File: src/rtl/tdpc_pkg.sv
// ----------------------------------------------------------------------------
// tdpc_pkg
// shared widths, limits and the divider status bundle of the prime counter
// ----------------------------------------------------------------------------
package tdpc_pkg;

  // width of the limit register
  localparam int unsigned LIMIT_W = 32;

  // width of the running prime count
  localparam int unsigned COUNT_W = 28;

  // saturation value of the prime count
  localparam logic [COUNT_W-1:0] COUNT_MAX = {COUNT_W{1'b1}};

  // status returned by the serial divider
  typedef struct packed {
    logic busy;
    logic done;
  } div_stat_t;

endpackage

File: src/rtl/tdpc_divider.sv
// ----------------------------------------------------------------------------
// tdpc_divider
// bit-serial restoring divider: one quotient bit per cycle, the dividend
// shifts out at the top while quotient bits shift in at the bottom
// ----------------------------------------------------------------------------
module tdpc_divider
  import tdpc_pkg::*;
#(
  parameter int unsigned VALUE_WIDTH = 32
) (
  input  logic                   clk_i,
  input  logic                   rst_ni,
  input  logic                   start_i,
  input  logic [VALUE_WIDTH-1:0] dividend_i,
  input  logic [VALUE_WIDTH-1:0] divisor_i,
  output div_stat_t              stat_o,
  output logic [VALUE_WIDTH-1:0] quotient_o,
  output logic [VALUE_WIDTH-1:0] remainder_o
);

  localparam int unsigned CNT_W = $clog2(VALUE_WIDTH + 1);

  logic [VALUE_WIDTH-1:0] num_q, num_d;
  logic [VALUE_WIDTH-1:0] rem_q, rem_d;
  logic [VALUE_WIDTH-1:0] div_q, div_d;
  logic [CNT_W-1:0]       cnt_q, cnt_d;
  logic                   busy_q, busy_d;
  logic                   done_q, done_d;
  logic [VALUE_WIDTH+1:0] trial;
  logic [VALUE_WIDTH+1:0] diff;
  logic                   borrow;

  // one restoring step: bring down the next dividend bit and try a subtract
  assign trial  = {1'b0, rem_q, num_q[VALUE_WIDTH-1]};
  assign diff   = trial - {2'b00, div_q};
  assign borrow = diff[VALUE_WIDTH+1];

  // step sequencing
  always_comb begin
    num_d  = num_q;
    rem_d  = rem_q;
    div_d  = div_q;
    cnt_d  = cnt_q;
    busy_d = busy_q;
    done_d = 1'b0;
    if (start_i) begin
      num_d  = dividend_i;
      rem_d  = '0;
      div_d  = divisor_i;
      cnt_d  = CNT_W'(VALUE_WIDTH);
      busy_d = 1'b1;
    end else if (busy_q) begin
      num_d = {num_q[VALUE_WIDTH-2:0], ~borrow};
      rem_d = borrow ? trial[VALUE_WIDTH-1:0] : diff[VALUE_WIDTH-1:0];
      cnt_d = cnt_q - 1'b1;
      if (cnt_q == CNT_W'(1)) begin
        busy_d = 1'b0;
        done_d = 1'b1;
      end
    end
  end

  // control registers
  always_ff @(posedge clk_i or negedge rst_ni) begin
    if (!rst_ni) begin
      busy_q <= 1'b0;
      done_q <= 1'b0;
      cnt_q  <= '0;
    end else begin
      busy_q <= busy_d;
      done_q <= done_d;
      cnt_q  <= cnt_d;
    end
  end

  // datapath shift registers
  always_ff @(posedge clk_i) begin
    num_q <= num_d;
    rem_q <= rem_d;
    div_q <= div_d;
  end

  assign stat_o.busy = busy_q;
  assign stat_o.done = done_q;
  assign quotient_o  = num_q;
  assign remainder_o = rem_q;

endmodule

File: src/rtl/trial_division_prime_counter.sv
// ----------------------------------------------------------------------------
// trial_division_prime_counter
// primality test by trial division over odd divisors, with a saturating
// running count of primes and a configurable upper limit
// ----------------------------------------------------------------------------
//  channel | direction | handshake               | payload
//  --------+-----------+-------------------------+-------------------------------
//  in      | input     | in_valid_i / in_ready_o | value_i, clear_count_i
//  out     | output    | out_valid_o/out_ready_i | is_prime_o, above_limit_o,
//          |           |                         | prime_count_o
//  cfg     | input     | cfg_we_i                | cfg_wdata_i (upper_limit)
//
//  steps: a classify state, then one divide in the bit-serial divider per odd
//    trial divisor, up to about sqrt(n)/2 divisors for a prime n, then a done
//    state that hands the result to the output register
//  one item at a time: in_ready_o is high only while no item is in work
//  a finished result waits in the output register while the next item is taken
//  reset clears the count and sets the limit to all ones, no clearing pass
// ----------------------------------------------------------------------------
module trial_division_prime_counter
  import tdpc_pkg::*;
#(
  parameter int unsigned VALUE_WIDTH = 32
) (
  input  logic                   clk_i,
  input  logic                   rst_ni,
  input  logic                   cfg_we_i,
  input  logic [LIMIT_W-1:0]     cfg_wdata_i,
  input  logic                   in_valid_i,
  output logic                   in_ready_o,
  input  logic [VALUE_WIDTH-1:0] value_i,
  input  logic                   clear_count_i,
  output logic                   out_valid_o,
  input  logic                   out_ready_i,
  output logic                   is_prime_o,
  output logic                   above_limit_o,
  output logic [COUNT_W-1:0]     prime_count_o
);

  localparam int unsigned CMP_W = (VALUE_WIDTH > LIMIT_W) ? VALUE_WIDTH : LIMIT_W;
  localparam logic [VALUE_WIDTH-1:0] FIRST_DIV = VALUE_WIDTH'(3);
  localparam logic [VALUE_WIDTH-1:0] DIV_STEP  = VALUE_WIDTH'(2);

  localparam logic [1:0] S_IDLE     = 2'd0;
  localparam logic [1:0] S_CLASSIFY = 2'd1;
  localparam logic [1:0] S_DIV      = 2'd2;
  localparam logic [1:0] S_DONE     = 2'd3;

  logic [1:0]             state_q, state_d;
  logic [VALUE_WIDTH-1:0] n_q, n_d;
  logic [VALUE_WIDTH-1:0] d_q, d_d;
  logic [LIMIT_W-1:0]     limit_q;
  logic [COUNT_W-1:0]     total_q, total_d;
  logic                   prime_q, prime_d;
  logic                   above_q, above_d;
  logic                   out_valid_q, out_valid_d;
  logic                   out_load;
  logic                   in_fire;
  logic                   div_start;
  div_stat_t              div_stat;
  logic [VALUE_WIDTH-1:0] div_quot;
  logic [VALUE_WIDTH-1:0] div_rem;

  // serial divider shared by every trial divisor
  tdpc_divider #(
    .VALUE_WIDTH(VALUE_WIDTH)
  ) u_divider (
    .clk_i      (clk_i),
    .rst_ni     (rst_ni),
    .start_i    (div_start),
    .dividend_i (n_q),
    .divisor_i  (d_d),
    .stat_o     (div_stat),
    .quotient_o (div_quot),
    .remainder_o(div_rem)
  );

  assign in_ready_o = (state_q == S_IDLE);
  assign in_fire    = in_valid_i && in_ready_o;
  assign out_load   = (state_q == S_DONE) && (!out_valid_q || out_ready_i);

  // item sequencer
  always_comb begin
    state_d   = state_q;
    n_d       = n_q;
    d_d       = d_q;
    prime_d   = prime_q;
    above_d   = above_q;
    total_d   = total_q;
    div_start = 1'b0;
    unique case (state_q)
      S_IDLE: begin
        if (in_fire) begin
          n_d     = value_i;
          state_d = S_CLASSIFY;
          if (clear_count_i) begin
            total_d = '0;
          end
        end
      end
      S_CLASSIFY: begin
        prime_d = 1'b0;
        above_d = 1'b0;
        priority if (CMP_W'(n_q) > CMP_W'(limit_q)) begin
          above_d = 1'b1;
          state_d = S_DONE;
        end else if (n_q <= VALUE_WIDTH'(1)) begin
          state_d = S_DONE;
        end else if (n_q == DIV_STEP) begin
          prime_d = 1'b1;
          state_d = S_DONE;
        end else if (!n_q[0]) begin
          state_d = S_DONE;
        end else begin
          // odd value of three or more: first trial divisor
          d_d       = FIRST_DIV;
          div_start = 1'b1;
          state_d   = S_DIV;
        end
      end
      S_DIV: begin
        if (div_stat.done) begin
          priority if (d_q > div_quot) begin
            // divisor squared beyond n: no factor exists
            prime_d = 1'b1;
            state_d = S_DONE;
          end else if (div_rem == '0) begin
            state_d = S_DONE;
          end else begin
            d_d       = d_q + DIV_STEP;
            div_start = 1'b1;
          end
        end
      end
      S_DONE: begin
        if (out_load) begin
          state_d = S_IDLE;
          if (prime_q && (total_q != COUNT_MAX)) begin
            total_d = total_q + 1'b1;
          end
        end
      end
      default: state_d = S_IDLE;
    endcase
  end

  // output register valid
  always_comb begin
    out_valid_d = out_valid_q;
    if (out_valid_q && out_ready_i) begin
      out_valid_d = 1'b0;
    end
    if (out_load) begin
      out_valid_d = 1'b1;
    end
  end

  // control state
  always_ff @(posedge clk_i or negedge rst_ni) begin
    if (!rst_ni) begin
      state_q     <= S_IDLE;
      limit_q     <= {LIMIT_W{1'b1}};
      total_q     <= '0;
      out_valid_q <= 1'b0;
    end else begin
      state_q     <= state_d;
      total_q     <= total_d;
      out_valid_q <= out_valid_d;
      if (cfg_we_i) begin
        limit_q <= cfg_wdata_i;
      end
    end
  end

  // item payload
  always_ff @(posedge clk_i) begin
    n_q     <= n_d;
    d_q     <= d_d;
    prime_q <= prime_d;
    above_q <= above_d;
  end

  // result payload
  always_ff @(posedge clk_i) begin
    if (out_load) begin
      is_prime_o    <= prime_q;
      above_limit_o <= above_q;
      prime_count_o <= total_d;
    end
  end

  assign out_valid_o = out_valid_q;

  // a prime result never carries the above-limit flag
  a_prime_not_above: assert property (@(posedge clk_i) disable iff (!rst_ni)
    out_valid_o |-> !(is_prime_o && above_limit_o))
    else $error("prime result flagged above limit");

  // a prime result always shows a nonzero count
  a_prime_counted: assert property (@(posedge clk_i) disable iff (!rst_ni)
    (out_valid_o && is_prime_o) |-> (prime_count_o != '0))
    else $error("prime result with zero count");

  // divider completes only while the sequencer waits on it
  a_div_done_state: assert property (@(posedge clk_i) disable iff (!rst_ni)
    div_stat.done |-> (state_q == S_DIV))
    else $error("divider done outside trial state");

  // trial divisors stay odd
  a_div_odd: assert property (@(posedge clk_i) disable iff (!rst_ni)
    (state_q == S_DIV) |-> d_q[0])
    else $error("even trial divisor");

  // a divide is running or finishing whenever the sequencer waits on it
  a_div_alive: assert property (@(posedge clk_i) disable iff (!rst_ni)
    (state_q == S_DIV) |-> (div_stat.busy || div_stat.done))
    else $error("trial state with idle divider");

endmodule
File: config.mk
export PLATFORM = sky130hd
export DESIGN_NAME = trial_division_prime_counter
export DESIGN_NICKNAME = d
export VERILOG_FILES = /design/src/rtl/tdpc_pkg.sv /design/src/rtl/tdpc_divider.sv /design/src/rtl/trial_division_prime_counter.sv
export SDC_FILE = /design/constraint.sdc
export NUM_CORES = 1
export LEC_CHECK = 0
export ABC_AREA = 1
export BUFFER_PORTS_ARGS = -buffer_cell sky130_fd_sc_hd__buf_2
export CAP_MARGIN = 5
export CORE_MARGIN = 2
export CORE_UTILIZATION = 52
export DETAILED_ROUTE_END_ITERATION = 10
export HOLD_SLACK_MARGIN = 0.1
export MAX_ROUTING_LAYER = met4
export PLACE_DENSITY_LB_ADDON = 0.25
export SLEW_MARGIN = 20
export SYNTH_ARGS = -nofsm -noshare
export SYNTH_HDL_FRONTEND = slang
export SYNTH_SLANG_ARGS = --single-unit
File: constraint.sdc
create_clock -name clk_i -period 3.17 [get_ports clk_i]
set_clock_uncertainty 0.15 [all_clocks]
set_input_delay 0.7925 -clock clk_i [delete_from_list [all_inputs] [get_ports clk_i]]
set_output_delay 0.7925 -clock clk_i [all_outputs]
set_load 0.05 [all_outputs]
* Word-level counts from Yosys, hierarchy flattened
Index checks and enable logic that the tools add are counted.
** Storage, ports and cells
- Register bits after elaboration :: 263
- Input port bits :: 70
- Logic and storage cells :: 101
** Operators by class
- $add $sub $neg :: 4
- Order comparisons :: 3
- Eq/ne operators :: 11
- Muxes and demuxes :: 51
- Bitwise gates (word level) :: 1
- Reduce and logical (&&, ||, !) cells :: 14
** Operators with widths (count)
- two-way mux 32 bit :: 10
- two-way mux 28 bit :: 4
- > comparator 32 bit :: 2
- one-hot mux 32 bit (2 select lines) :: 1
- one-hot mux 28 bit (2 select lines) :: 1
- subtractor 33 x 32 -> 34 bit :: 1
- adder 32 x 2 -> 32 bit, second input constant :: 1
- equality test 32 x 2 -> 1 bit, second input constant :: 1
- <= comparator 32 x 1 -> 1 bit, second input constant :: 1
- logical NOT 32 bit :: 1
- adder 28 x 1 -> 28 bit, second input constant :: 1
- inequality test 28 bit, second input constant :: 1
- two-way mux 1 bit :: 25
- two-way mux 6 bit :: 2
- two-way mux 2 bit :: 5
- one-hot mux 2 bit (4 select lines) :: 1
- equality test 6 x 1 -> 1 bit, second input constant :: 1
- nonzero test 2 bit :: 3
- subtractor 6 x 1 -> 6 bit, second input constant :: 1
- equality test 2 bit, second input constant :: 2
- logical AND 1 bit :: 4
- inequality test 2 x 1 -> 1 bit, second input constant :: 2
- inequality test 2 bit, second input constant :: 2
- one-hot mux 1 bit (2 select lines) :: 2
- 9 further kinds :: 9

* Logic depth before layout (Yosys ltp)
Gate-level depths: netlist of the first run.
- Depth after elaboration :: 6
- Depth in mapped cells :: 22
- Mapped depth without buffers :: 21

* Hierarchy
From an unflattened synthesis of the first run, not the netlist that was laid out.
** Second synthesis, totals
- Cells, all modules :: 2217
- Area total of the unflattened synthesis :: 16558.4 µm²
** By module, submodules not included
- trial_division_prime_counter :: times used 1, cells each 1232, area each 9649.3 µm², sequential area each 4179.0 µm²
- tdpc_divider :: times used 1, cells each 985, area each 6909.1 µm², sequential area each 2762.6 µm²

* Worst setup path after synthesis of the first run
Ideal clock, no wire load.
- Path kind :: reg-to-reg
- From :: register limit_q[23]
- To :: register u_divider.num_q[0] (netlist: u_divider.quotient_o[0]), enable pin
- Library setup time :: 0.389 ns
- Arrival :: 2.641 ns
- Data required time :: 2.631 ns
- Path slack :: -0.010 ns
- Cell stages (with the launch flop) :: 14
- Path buffers :: 1
- Cells stage by stage :: dfstp_2 -> inv_1 -> ha_1 -> nand2_1 -> nor2_1 -> nand4_1 -> nor3b_2 -> nand3b_1 -> nand2_2 -> nand4_1 -> nand2_2 -> buf_6 -> inv_1 -> nand2_1
** On the way
- Cells in the longest elaborated chain, start to end :: 4
** Ends and longest elaborated chain
- start: declaration :: RTL line trial_division_prime_counter.sv:52 : logic [LIMIT_W-1:0] limit_q;
- start signal: assignment :: RTL line trial_division_prime_counter.sv:162 : limit_q <= {LIMIT_W{1'b1}};
- start signal: assignment :: RTL line trial_division_prime_counter.sv:170 : limit_q <= cfg_wdata_i;
- > comparator 32 bit :: RTL line trial_division_prime_counter.sv:104 : priority if (CMP_W'(n_q) > CMP_W'(limit_q)) begin
- two-way mux 1 bit :: RTL line trial_division_prime_counter.sv:104
- one-hot mux 1 bit (2 select lines) :: RTL line trial_division_prime_counter.sv:91 : unique case (state_q)
- nonzero test 2 bit (no line)
- end signal: assignment :: RTL line tdpc_divider.sv:78 : num_q <= num_d;
- end: declaration :: RTL line tdpc_divider.sv:23 : logic [VALUE_WIDTH-1:0] num_q, num_d;
Every way passes these cells.
A chain may end at the register's enable or synchronous reset.

* Worst setup path after layout of the first run
- From :: register limit_q[27]
- To :: register u_divider.num_q[22] (netlist: u_divider.quotient_o[22]), enable pin
The elaborated chain is that of the path after synthesis.

==> results of run 1 <==
-- synthesized netlist by cell type, drive strengths merged, types with 6 or more instances --
library cell and count:
nand2 513, inv 273, nor2 203, nand3 159, a21oi 146, o21ai 145, edfxtp 128, ha 104
dfxtp 64, dfrtp 39, nand4 38, nor3 37, buf 32, dfstp 32, clkbuf 31, a31oi 28
xnor2 16, or2 15, a22oi 11, xor2 9, o21a 8, o211ai 6
-- cell usage in the layout (no fill, tap or decap), types with 4 or more instances in the layout --
master / instances
sky130_fd_sc_hd__nand2_1: 504
sky130_fd_sc_hd__inv_1: 266
sky130_fd_sc_hd__nor2_1: 196
sky130_fd_sc_hd__nand3_1: 154
sky130_fd_sc_hd__a21oi_1: 143
sky130_fd_sc_hd__o21ai_0: 137
sky130_fd_sc_hd__edfxtp_1: 128
sky130_fd_sc_hd__ha_1: 104
sky130_fd_sc_hd__buf_2: 101
sky130_fd_sc_hd__dfxtp_1: 64
sky130_fd_sc_hd__dfrtp_1: 39
sky130_fd_sc_hd__nand4_1: 37
sky130_fd_sc_hd__dfstp_2: 32
sky130_fd_sc_hd__nor3_1: 29
sky130_fd_sc_hd__clkbuf_16: 29
sky130_fd_sc_hd__buf_4: 29
sky130_fd_sc_hd__a31oi_1: 28
sky130_fd_sc_hd__xnor2_1: 16
sky130_fd_sc_hd__or2_2: 12
sky130_fd_sc_hd__xor2_1: 9
sky130_fd_sc_hd__o21ai_1: 8
sky130_fd_sc_hd__o21a_1: 8
sky130_fd_sc_hd__a22oi_1: 8
sky130_fd_sc_hd__clkinv_1: 7
sky130_fd_sc_hd__inv_2: 7
sky130_fd_sc_hd__nand2_2: 7
sky130_fd_sc_hd__nor2_2: 6
sky130_fd_sc_hd__nor3_2: 6
sky130_fd_sc_hd__o211ai_1: 6
sky130_fd_sc_hd__nand3_2: 5
sky130_fd_sc_hd__a21o_1: 5
sky130_fd_sc_hd__nand3b_1: 5
sky130_fd_sc_hd__clkbuf_1: 5
sky130_fd_sc_hd__bufinv_16: 5
sky130_fd_sc_hd__clkinv_2: 4
sky130_fd_sc_hd__buf_12: 4
-- logic make-up after synthesis --
group / share of synthesized area, %
xor+xnor: 1.37
simple gates: 26.2
compound gates: 12.1
buf+inv: 8.61
mux: 0.0703
flops: 43.4
fa+ha+maj: 8.25
-- through the flow --
stage | instances | setup WS [ns] | utilization [%]
floorplan | 2064 | 0.0993 | -
global placement | 2531 | 0.339 | 55.8
detailed placement | 2531 | 0.295 | 55.8
CTS | 2584 | 0.281 | 59.1
global route | 2584 | 0.0916 | 59.1
finish | 2584 | 0.274 | 59.1
-- layer usage --
layer	GRT usage [%]	routed length (µm)	vias up
met5	-	0	-
li1	-	-	7058
met3	2.63	2320	81
met4	7.12	1020	0
met1	35.4	18900	6475
met2	39.5	17900	487
-- power breakdown --
| group | internal [mW] | total, mW | switching (mW) |
|---|---|---|---|
| Combinational | 2.91 | 8.89 | 5.97 |
| Clock | 2.13 | 3.50 | 1.36 |
| Sequential | 5.07 | 5.90 | 0.822 |
-- state kept, by name, summed over array words and instances (netlist names), 2 cells and up --
| register | count |
|---|---|
| u_divider.quotient_o | 32 |
| u_divider.remainder_o | 32 |
| u_divider.div_q | 32 |
| u_divider.cnt_q | 6 |
| n_q | 32 |
| total_q | 28 |
| limit_q | 32 |
| d_q | 32 |
| prime_count_o | 28 |
| state_q | 2 |
-- final cells by class --
type,instances,area [µm²]
Sequential cell,263,6940
Tap cell,396,495
Fill cell,2756,12500
Multi-Input combinational cell,1461,7690
Clock buffer,36,772
Timing Repair Buffer,134,803
Clock inverter,17,224
Inverter,277,1040
-- worst register-to-register path: stages, from the launching register on --
cell and delay (ns):
sky130_fd_sc_hd__dfstp_2 0.52, sky130_fd_sc_hd__inv_1 0.04, sky130_fd_sc_hd__ha_1 0.30, sky130_fd_sc_hd__a21oi_1 0.14, sky130_fd_sc_hd__o21ai_0 0.11, sky130_fd_sc_hd__nand2_1 0.07, sky130_fd_sc_hd__nand2_1 0.04, sky130_fd_sc_hd__a21oi_1 0.22
sky130_fd_sc_hd__nand2_1 0.13, sky130_fd_sc_hd__nand2_2 0.13, sky130_fd_sc_hd__nand4_1 0.17, sky130_fd_sc_hd__nand2_4 0.17, sky130_fd_sc_hd__inv_1 0.08, sky130_fd_sc_hd__nand2_2 0.08, sky130_fd_sc_hd__buf_12 0.21
-- worst paths after layout --
| path | from | end | cells after the start |
|---|---|---|---|
| worst max-delay path | limit_q[27] | u_divider.quotient_o[22] | 14 |
| worst min-delay path | value_i[22] | n_q[22] | 1 |
| worst max register to register | limit_q[27] | u_divider.quotient_o[22] | 14 |
| worst min register to register | above_q | above_limit_o | 0 |
| max in group asynchronous | rst_ni | limit_q[27] | 2 |
| min in group asynchronous | rst_ni | limit_q[4] | 1 |
==> results.txt, run 1 <==
----------------------------------------------------
[STA]
  Normalized max-slew margin ... 53.7%
  Number of endpoints with negative hold slack in the final report ... 0
  Peak Freq ... 345 MHz
  Slew at the pin closest to its max-slew limit ... 0.694 ns
  Final setup violation count ... 0
  Tmin final ... 2.90 ns
  Share of the cycle needed by the critical path after routing ... 91.3%
  Total Negative Setup Slacks ... 0 ns
  Fin Hold WS ... 0.268 ns
  Slew Limit Fails ... 0
  RSZ-0062 raised after global routing ... false

[Worst setup path]
  Critical path data required time ... 3.25 ns
  Classification of the worst setup path ... reg2reg
  CP Max Fanout ... 32
  Crit end category ... flip-flop
  Kind of cell with the highest combined delay on the critical path ... simple AND/OR/NAND/NOR gates
  CP bufs+invs ... 3
  Sequence of cells on the critical path ... inv_1 -> ha_1 -> a21oi_1 -> o21ai_0 -> nand2_1 -> nand2_1 -> a21oi_1 -> nand2_1 -> nand2_2 -> nand4_1 -> nand2_4 -> inv_1 -> nand2_2 -> buf_12
  Startpoint class of the critical path ... flip-flop
  Data arrival time at the worst-slack endpoint ... 2.97 ns
  Max stage delay on crit path ... 0.52 ns
  Critical path's most frequent cell ... sky130_fd_sc_hd__nand2_1
  Slowest CP cell ... sky130_fd_sc_hd__dfstp_2
  Internal reg-to-reg setup slack ... 0.27 ns

[Route]
  Number of iterations in the first detailed-routing pass ... 5
  Antenna Nets Post-Route ... 0
  Post-DR vias/cell ... 5.46
  Total number of vias ... 14.1k
  Remaining design rule violation count ... 0
  Wire length after detailed routing ... 40200 µm
  Wire per inst ... 15.5 µm
  Count of routing violations after the opening detailed-route iteration ... 1230

[Yosys]
  Yosys warning total ... 0
  Avg Cell Area, Syn ... 7.76 µm²
  Commonest register cell after synthesis ... sky130_fd_sc_hd__edfxtp_1
  Proportion of synthesized chip area in sequential cells ... 43.4%
  Netlist area before placement ... 16000 µm²
  Syn Nets ... 2239
  Share of Yosys cell area claimed by the top area cell type ... 24.0%
  Fraction of synthesis flops using an asynchronous set or reset pin ... 27.0%
  Most area-consuming cells after synthesis ... sky130_fd_sc_hd__edfxtp_1, sky130_fd_sc_hd__nand2_1, sky130_fd_sc_hd__ha_1
  Count of cell types in the netlist ... 51
  Count of flip-flops with a built-in enable after synthesis ... 128
  Library cell with the largest summed area after synthesis ... sky130_fd_sc_hd__edfxtp_1
  Flop and latch count out of synthesis ... 263
  Gate count after technology mapping ... 2064

[Run status]
  Run status ... finished, final reports clean

[Clock network]
  Source-to-sink clock delay at the later pin of the worst-skew pair ... 0.54 ns
  Max Root-Sink Buffers ... 3
  Number of buffers inserted during clock tree synthesis ... 29
  Post-CTS Hold Buffers ... 0
  Depth of the CTS H-tree ... 1
  Root buffer cell ... sky130_fd_sc_hd__clkbuf_16
  Postcts setup bufs ... 0
  Clock transition at path regs ... 0.06 ns
  Number of gates given a new drive strength after cts ... 0
  Clock tree from TritonCTS ... yes
  Total clock sinks ... 263

[Global routing]
  Initial antenna violation count ... 0
  Pin count of the biggest net entering global routing ... 69
  Number of global-route vias before repair ... 13.3k
  Global-route wire length before repair ... 66500 µm
  Total global routing track utilization ... 25.4%
  GRT overflow ... 0

[Place]
  Final estimated routing congestion in global placement ... 0.993
  Cell area after placement ... 17000 µm²
  Port buffer count ... 101
  DP HPWL ... 30100 µm

[Floorplan]
  Die height ... 179 µm
  Full die area ... 32200 µm²
  Standard-cell rows ... 64
  Io pins ... 102
  Chip width ... 179 µm
  Initial Util ... 52.6%
  Core region area ... 30400 µm²

[Layout]
  Area delta synth->final ... 12.3%
  Post-route cell area ... 18000 µm²
  Nets@finish ... 2341
  Fraction of layout instances using a drive strength above 1 ... 12.3%
  Antenna Diode Count ... 0

[Flow run]
  Maximum Capacitance Violations ... 0

[Power]
  Final Total Pwr ... 18.3 mW
  IR drop worst, VDD ... 0.000696 V
  Cell leakage power ... 7.90 nW
  Power per standard cell area ... 1020 nW/µm²

[Min path]
  Worst min-delay path category ... in2reg

----------------------------------------------------
Power figures use the tool's default switching activity.
==> inputs of run 2 (changes only) <==
--- a/config.mk
+++ b/config.mk
@@ -10,7 +10,9 @@
 export CAP_MARGIN = 5
 export CORE_MARGIN = 2
 export CORE_UTILIZATION = 52
+export CTS_CLUSTER_DIAMETER = 200
 export DETAILED_ROUTE_END_ITERATION = 10
+export GPL_TIMING_DRIVEN = 0
 export HOLD_SLACK_MARGIN = 0.1
 export MAX_ROUTING_LAYER = met4
 export PLACE_DENSITY_LB_ADDON = 0.25
==> results.txt, run 2 (synthesis results as in run 1) <==
----------------------------------------------------
[Clock network]
  Source-to-sink clock delay at the later pin of the worst-skew pair ... 0.55 ns (was 0.54 ns)
  Depth of the CTS H-tree ... 1 (unchanged)
  Number of buffers inserted during clock tree synthesis ... 29 (unchanged)
  Clock transition at path regs ... 0.06 ns (about the same)
  Clock tree from TritonCTS ... yes (unchanged)
  Total clock sinks ... 263 (unchanged)
  Max Root-Sink Buffers ... 3 (unchanged)
  Root buffer cell ... sky130_fd_sc_hd__clkbuf_16 (unchanged)

[Global routing]
  Global Route met2 Usage ... 48.2% (was 39.5%)
  Fraction of met3 tracks used by global routing ... 3.02% (was 2.63%)
  Total global routing track utilization ... 29.1% (was 25.4%)
  Most heavily used metal layer in global routing ... met2 (unchanged)
  GRT overflow ... 0 (unchanged)
  Number of global-route vias before repair ... 14.1k (was 13.3k)
  Initial antenna violation count ... 0 (unchanged)
  Pin count of the biggest net entering global routing ... 53 (was 69)
  Met1 track utilization from global routing ... 37.4% (was 35.4%)
  Global-route wire length before repair ... 73500 µm (was 66500 µm)

[Worst setup path]
  Max stage delay on crit path ... 0.52 ns (about the same)
  Data arrival time at the worst-slack endpoint ... 3.15 ns (was 2.97 ns)
  CP Max Fanout ... 8 (was 32)
  Count of cells along the worst register-to-register path ... 14 (unchanged)
  Slowest CP cell ... sky130_fd_sc_hd__dfstp_2 (unchanged)
  Crit end category ... flip-flop (unchanged)
  Classification of the worst setup path ... reg2reg (unchanged)
  Startpoint class of the critical path ... flip-flop (unchanged)
  Sequence of cells on the critical path ... inv_2 -> ha_4 -> nand2_1 -> nor2_2 -> nand4_1 -> nor3b_2 -> nand3b_1 -> nand2_2 -> nand4_1 -> nand2_2 -> buf_12 -> clkinvlp_4 -> buf_12 -> nand2_8 (was inv_1 -> ha_1 -> a21oi_1 -> o21ai_0 -> nand2_1 -> nand2_1 -> a21oi_1 -> nand2_1 -> nand2_2 -> nand4_1 -> nand2_4 -> inv_1 -> nand2_2 -> buf_12)
  Critical path data required time ... 3.27 ns (was 3.25 ns)

[Layout]
  Commonest non-fill, non-tap cell in the layout ... sky130_fd_sc_hd__nand2_1 (unchanged)
  Most used cells in the layout excluding fill and tap cells ... sky130_fd_sc_hd__nand2_1, sky130_fd_sc_hd__inv_1, sky130_fd_sc_hd__nor2_1 (unchanged)
  Antenna Diode Count ... 0 (unchanged)
  Fraction of layout instances using a drive strength above 1 ... 13.3% (was 12.3%)
  Post-route core utilization ... 60.0% (was 59.1%)
  Area delta synth->final ... 14.0% (was 12.3%)
  Filler cell count in the final layout ... 2857 (was 2756)
  Nets@finish ... 2385 (was 2341)

[Floorplan]
  Io pins ... 102 (unchanged)
  Core region area ... 30400 µm² (unchanged)
  Full die area ... 32200 µm² (unchanged)
  Chip width ... 179 µm (unchanged)
  Initial Util ... 52.6% (unchanged)
  Standard-cell rows ... 64 (unchanged)
  Die height ... 179 µm (unchanged)

[STA]
  Slew at the pin closest to its max-slew limit ... 0.832 ns (was 0.694 ns)
  Final setup violation count ... 0 (unchanged)
  Total Negative Setup Slacks ... 0 ns (unchanged)
  Share of the cycle needed by the critical path after routing ... 96.1% (was 91.3%)
  Slew Limit Fails ... 0 (unchanged)
  Peak Freq ... 328 MHz (was 345 MHz)
  Tmin final ... 3.05 ns (was 2.90 ns)
  Number of endpoints with negative hold slack in the final report ... 0 (unchanged)
  Normalized max-slew margin ... 44.5% (was 53.7%)

[Place]
  Port buffer count ... 100 (was 101)
  DP HPWL ... 35800 µm (was 30100 µm)
  Final estimated routing congestion in global placement ... 0.996 (was 0.993)

[Flow run]
  Maximum Capacitance Violations ... 0 (unchanged)

[Run status]
  Run status ... finished, final reports clean (unchanged)

[Route]
  Remaining design rule violation count ... 0 (unchanged)
  Antenna Nets Post-Route ... 0 (unchanged)
  Number of iterations in the first detailed-routing pass ... 6 (was 5)
  Count of routing violations after the opening detailed-route iteration ... 1192 (was 1230)
  Post-DR vias/cell ... 5.44 (was 5.46)
  Total number of vias ... 14.3k (was 14.1k)
  Wire length after detailed routing ... 46200 µm (was 40200 µm)
  Wire per inst ... 17.6 µm (was 15.5 µm)

[Min path]
  Hold Path Stages ... 1 (unchanged)
  Worst min-delay path category ... in2reg (unchanged)

[Power]
  Power per standard cell area ... 1030 nW/µm² (was 1020 nW/µm²)
  Cell leakage power ... 7.97 nW (was 7.90 nW)
  Final Total Pwr ... 18.8 mW (was 18.3 mW)
  IR drop worst, VDD ... 0.000715 V (was 0.000696 V)

----------------------------------------------------
==> run 2: cell count changes in the layout (fill, tap and decap cells not counted), sizes merged <==
cell,change
clkbuf,+33
bufinv,-3
clkinvlp,+4
nand2,+3
buf,+7
dlygate4sd3,+1
==> run 2: final timing paths <==
| kind | slack, ns | from | endpoint |
|---|---|---|---|
| min reg2reg | 0.29 | above_q | above_limit_o |
| min in group asynchronous | 0.58 | rst_ni | u_divider.cnt_q[0] |
| max reg2reg | 0.12 | limit_q[21] | u_divider.quotient_o[4] |
| min | 0.26 | value_i[0] | n_q[0] |
| max in group asynchronous | 1.68 | rst_ni | limit_q[26] |
| max | 0.12 | limit_q[21] | u_divider.quotient_o[4] |
==> run 2: area by class of cell <==
| type | instances | area, µm² | area share (%) |
|---|---|---|---|
| clock buffers | 36 | 793 | 4.35 |
| flip-flops and latches | 263 | 6940 | 38.0 |
| inverters | 277 | 1050 | 5.74 |
| multi-input cells | 1464 | 7820 | 42.9 |
| repair buffers | 112 | 628 | 3.44 |
| plain buffers | 63 | 365 | 2.00 |
| well taps | 396 | 495 | 2.71 |
| clock inverters | 18 | 158 | 0.864 |
==> run 2: per-layer routing <==
metal	share of wire [%]	wire [µm]
met1	44	20400
met2	47	21700
met3	5.0	2290
met4	3.8	1730
met5	0	0
==> run 2: where the power goes <==
group          leakage (nW)  internal [mW]  switching [mW]
Clock                 0.459           1.94            1.39
Combinational          4.95           3.02            6.58
Sequential             2.56           5.07           0.826
Total                  7.97           10.0            8.79
==> run 2: what timing repair did <==
| action | CTS | global route |
|---|---|---|
| hold buffers | 1 | 0 |
| resized for setup | 8 | 28 |
| setup buffers | 4 | 6 |
| cloned | 2 | 1 |
| pin swaps | 3 | 6 |
| endpoints found under the setup margin | 79 | 138 |
| endpoints found under the hold margin | 8 | 0 |
==> run 2: worst max-delay path, delay by kind of cell (launching register included) <==
kind,cells,cell delay (ns)
flip-flops,1,0.52
adder cells (fa/ha/maj),1,0.26
AND/OR/NAND/NOR,9,1.35
buffers and inverters,4,0.45
==> run 2: through the flow <==
step	std cells	cell area (µm²)	hold slack [ns]	setup slack (ns)
2_1_floorplan	2064	16000	0.250	0.0993
3_3_place_gp	2560	17000	0.271	-0.656
3_5_place_dp	2561	17000	0.274	-0.465
4_1_cts	2622	18100	0.248	0.00120
5_1_grt	2629	18300	0.244	-0.0128
6_report	2629	18300	0.264	0.125
==> inputs of run 3 (changes only) <==
--- a/config.mk
+++ b/config.mk
@@ -16,6 +16,7 @@
 export HOLD_SLACK_MARGIN = 0.1
 export MAX_ROUTING_LAYER = met4
 export PLACE_DENSITY_LB_ADDON = 0.25
+export SETUP_SLACK_MARGIN = 0.5
 export SLEW_MARGIN = 20
 export SYNTH_ARGS = -nofsm -noshare
 export SYNTH_HDL_FRONTEND = slang
==> results.txt, run 3 (synthesis results as in run 1) <==
----------------------------------------------------
[Worst setup path]
  CP Max Fanout ... 8 (unchanged)
  Critical path data required time ... 3.26 ns (was 3.27 ns)
  Startpoint class of the critical path ... flip-flop (unchanged)
  Internal reg-to-reg setup slack ... 0.14 ns (was 0.12 ns)
  Data arrival time at the worst-slack endpoint ... 3.12 ns (was 3.15 ns)
  Endpoint of the most critical register-to-register path ... u_divider.quotient_o[28] (was u_divider.quotient_o[4])
  Slowest CP cell ... sky130_fd_sc_hd__dfstp_2 (unchanged)
  CP bufs+invs ... 4 (unchanged)
  Classification of the worst setup path ... reg2reg (unchanged)
  Worst reg2reg startpoint ... limit_q[23] (was limit_q[21])
  Count of cells along the worst register-to-register path ... 14 (unchanged)
  Sequence of cells on the critical path ... inv_2 -> ha_4 -> nand2_4 -> nor2_4 -> nand4_1 -> nor3b_4 -> nand3b_1 -> nand2_2 -> nand4_1 -> nand2_2 -> buf_12 -> clkinvlp_4 -> buf_6 -> nand2_8 (was inv_2 -> ha_4 -> nand2_1 -> nor2_2 -> nand4_1 -> nor3b_2 -> nand3b_1 -> nand2_2 -> nand4_1 -> nand2_2 -> buf_12 -> clkinvlp_4 -> buf_12 -> nand2_8)
  Max stage delay on crit path ... 0.53 ns (was 0.52 ns)
  Kind of cell with the highest combined delay on the critical path ... simple AND/OR/NAND/NOR gates (unchanged)
  Levels on crit path ... 14 (unchanged)
  Crit end category ... flip-flop (unchanged)

[STA]
  Share of the cycle needed by the critical path after routing ... 95.5% (was 96.1%)
  Final setup violation count ... 0 (unchanged)
  RSZ-0062 raised after global routing ... true
  Number of endpoints with negative hold slack in the final report ... 0 (unchanged)
  Slew at the pin closest to its max-slew limit ... 0.809 ns (was 0.832 ns)
  Tmin final ... 3.03 ns (was 3.05 ns)
  Worst-case setup margin in the final layout ... 0.143 ns (was 0.125 ns)
  Slew Limit Fails ... 0 (unchanged)
  Normalized max-slew margin ... 46.1% (was 44.5%)
  Peak Freq ... 330 MHz (was 328 MHz)

[Route]
  Remaining design rule violation count ... 0 (unchanged)
  Post-DR vias/cell ... 5.51 (was 5.44)
  Number of iterations in the first detailed-routing pass ... 5 (was 6)
  Total number of vias ... 14.8k (was 14.3k)
  Antenna Nets Post-Route ... 0 (unchanged)
  Count of routing violations after the opening detailed-route iteration ... 1083 (was 1192)
  Wire per inst ... 18.2 µm (was 17.6 µm)
  Wire length after detailed routing ... 48600 µm (was 46200 µm)

[Layout]
  Commonest non-fill, non-tap cell in the layout ... sky130_fd_sc_hd__nand2_1 (unchanged)
  Area taken by flip-flops and latches ... 6950 µm² (was 6940 µm²)
  Layout Cells excl Fill ... 2678 (was 2629)
  Most used cells in the layout excluding fill and tap cells ... sky130_fd_sc_hd__nand2_1, sky130_fd_sc_hd__inv_1, sky130_fd_sc_hd__nor2_1 (unchanged)
  Area delta synth->final ... 20.8% (was 14.0%)
  Filler cell count in the final layout ... 2681 (was 2857)
  Total area of multi-input combinational cells ... 8270 µm² (was 7820 µm²)
  Nets@finish ... 2436 (was 2385)
  Fraction of layout instances using a drive strength above 1 ... 18.9% (was 13.3%)
  Antenna Diode Count ... 0 (unchanged)
  Post-route cell area ... 19300 µm² (was 18300 µm²)

[Power]
  Net switching component of the power ... 9.23 mW (was 8.79 mW)
  Power per standard cell area ... 1030 nW/µm² (about the same)
  Combinational fraction of design power ... 53.9% (was 51.0%)
  Portion of total power attributed to sequential cells ... 29.7% (was 31.3%)
  Design internal power ... 10.7 mW (was 10.0 mW)
  IR drop worst, VDD ... 0.000719 V (was 0.000715 V)
  Clock share of power ... 16.4% (was 17.7%)
  Switching power share of the total ... 46.4% (was 46.7%)
  Cell leakage power ... 8.41 nW (was 7.97 nW)
  Final Total Pwr ... 19.9 mW (was 18.8 mW)

[Clock network]
  Depth of the CTS H-tree ... 1 (unchanged)
  Number of buffers inserted during clock tree synthesis ... 27 (was 29)
  Source-to-sink clock delay at the later pin of the worst-skew pair ... 0.55 ns (about the same)
  Max Root-Sink Buffers ... 3 (unchanged)
  Clock tree from TritonCTS ... yes (unchanged)
  Clock transition at path regs ... 0.07 ns (was 0.06 ns)
  Root buffer cell ... sky130_fd_sc_hd__clkbuf_16 (unchanged)
  Total clock sinks ... 263 (unchanged)

[Global routing]
  Total global routing track utilization ... 29.6% (was 29.1%)
  Global-route wire length before repair ... 74400 µm (was 73500 µm)
  Number of global-route vias before repair ... 14.1k (about the same)
  GRT overflow ... 0 (unchanged)
  Initial antenna violation count ... 0 (unchanged)
  Pin count of the biggest net entering global routing ... 53 (unchanged)

[Floorplan]
  Die height ... 179 µm (unchanged)
  Initial Util ... 52.6% (unchanged)
  Core region area ... 30400 µm² (unchanged)
  Io pins ... 102 (unchanged)
  Chip width ... 179 µm (unchanged)
  Standard-cell rows ... 64 (unchanged)
  Full die area ... 32200 µm² (unchanged)

[Min path]
  Hold Path Stages ... 1 (unchanged)
  Launch point of the worst hold path ... value_i[26] (was value_i[0])
  Worst min-delay path endpoint ... n_q[26] (was n_q[0])
  Worst min-delay path category ... in2reg (unchanged)

[Place]
  Final estimated routing congestion in global placement ... 0.977 (was 0.996)
  Cell area after placement ... 17100 µm² (was 17000 µm²)
  Port buffer count ... 100 (unchanged)
  Placed cell count ... 2561 (unchanged)
  DP HPWL ... 35000 µm (was 35800 µm)
  Worst slack at placement ... -0.421 ns (was -0.465 ns)

[Run status]
  Run status ... finished, final reports clean (unchanged)

[Flow run]
  Maximum Capacitance Violations ... 0 (unchanged)

----------------------------------------------------
[run 3: changes by cell type in the layout (fill, tap and decap cells not counted), sizes merged]
cell,delta
buf,+50
clkinv,-4
clkbuf,+2
clkinvlp,+2
inv,-1
[run 3: repair_timing]
| item | 4_1_cts | 5_1_grt |
|---|---|---|
| setup endpoints to repair | 257 | 242 |
| gates cloned | 7 | 8 |
| setup buffers | 33 | 18 |
| hold endpoints to repair | 8 | 0 |
| pin swaps | 19 | 21 |
| resized for setup | 97 | 104 |
| hold buffers | 1 | 0 |
[run 3: power by group through the flow]
stage                     clock network (mW)  registers (mW)  logic, mW
after floorplan                            0            6.27       6.12
after global placement                     0            5.91       9.06
after detailed placement                   0            5.94       9.18
after CTS                               3.30            5.89       10.1
after global routing                    3.44            6.05       11.8
final                                   3.26            5.91       10.7
[run 3: how the worst max path moves through the flow]
stage,from,to,slack (ns)
global placement,in_valid_i,prime_count_o[17],-0.43
floorplan,limit_q[23],u_divider.quotient_o[0],0.53
detailed placement,in_valid_i,prime_count_o[17],-0.42
finish,limit_q[23],u_divider.quotient_o[28],0.14
global route,limit_q[23],u_divider.quotient_o[12],0.03
CTS,limit_q[21],u_divider.quotient_o[13],0.21
[run 3: area by class of cell]
cell class / instances / share of cell area [%]
plain buffers: 63 / 2.40
inverters: 277 / 5.51
flip-flops and latches: 263 / 35.9
clock buffers: 36 / 3.99
repair inverters: 1 / 0.0259
clock inverters: 14 / 0.731
multi-input cells: 1464 / 42.7
repair buffers: 164 / 6.12
well taps: 396 / 2.56
[run 3: layer usage]
metal	up-vias	track usage [%]	wire, µm
met5	-	-	0
met4	0	8.49	1650
met3	113	3.22	2810
met2	523	49.4	23500
met1	6865	38.3	20700
li1	7262	-	-
[run 3: through the flow]
stage	hold WS [ns]	TNS, ns	utilization, %
finish	0.269	0	63.6
global route	0.253	0	63.6
CTS	0.252	0	61.5
detailed placement	0.268	-15.60	56.1
global placement	0.278	-16.43	56.0
floorplan	0.250	0	-
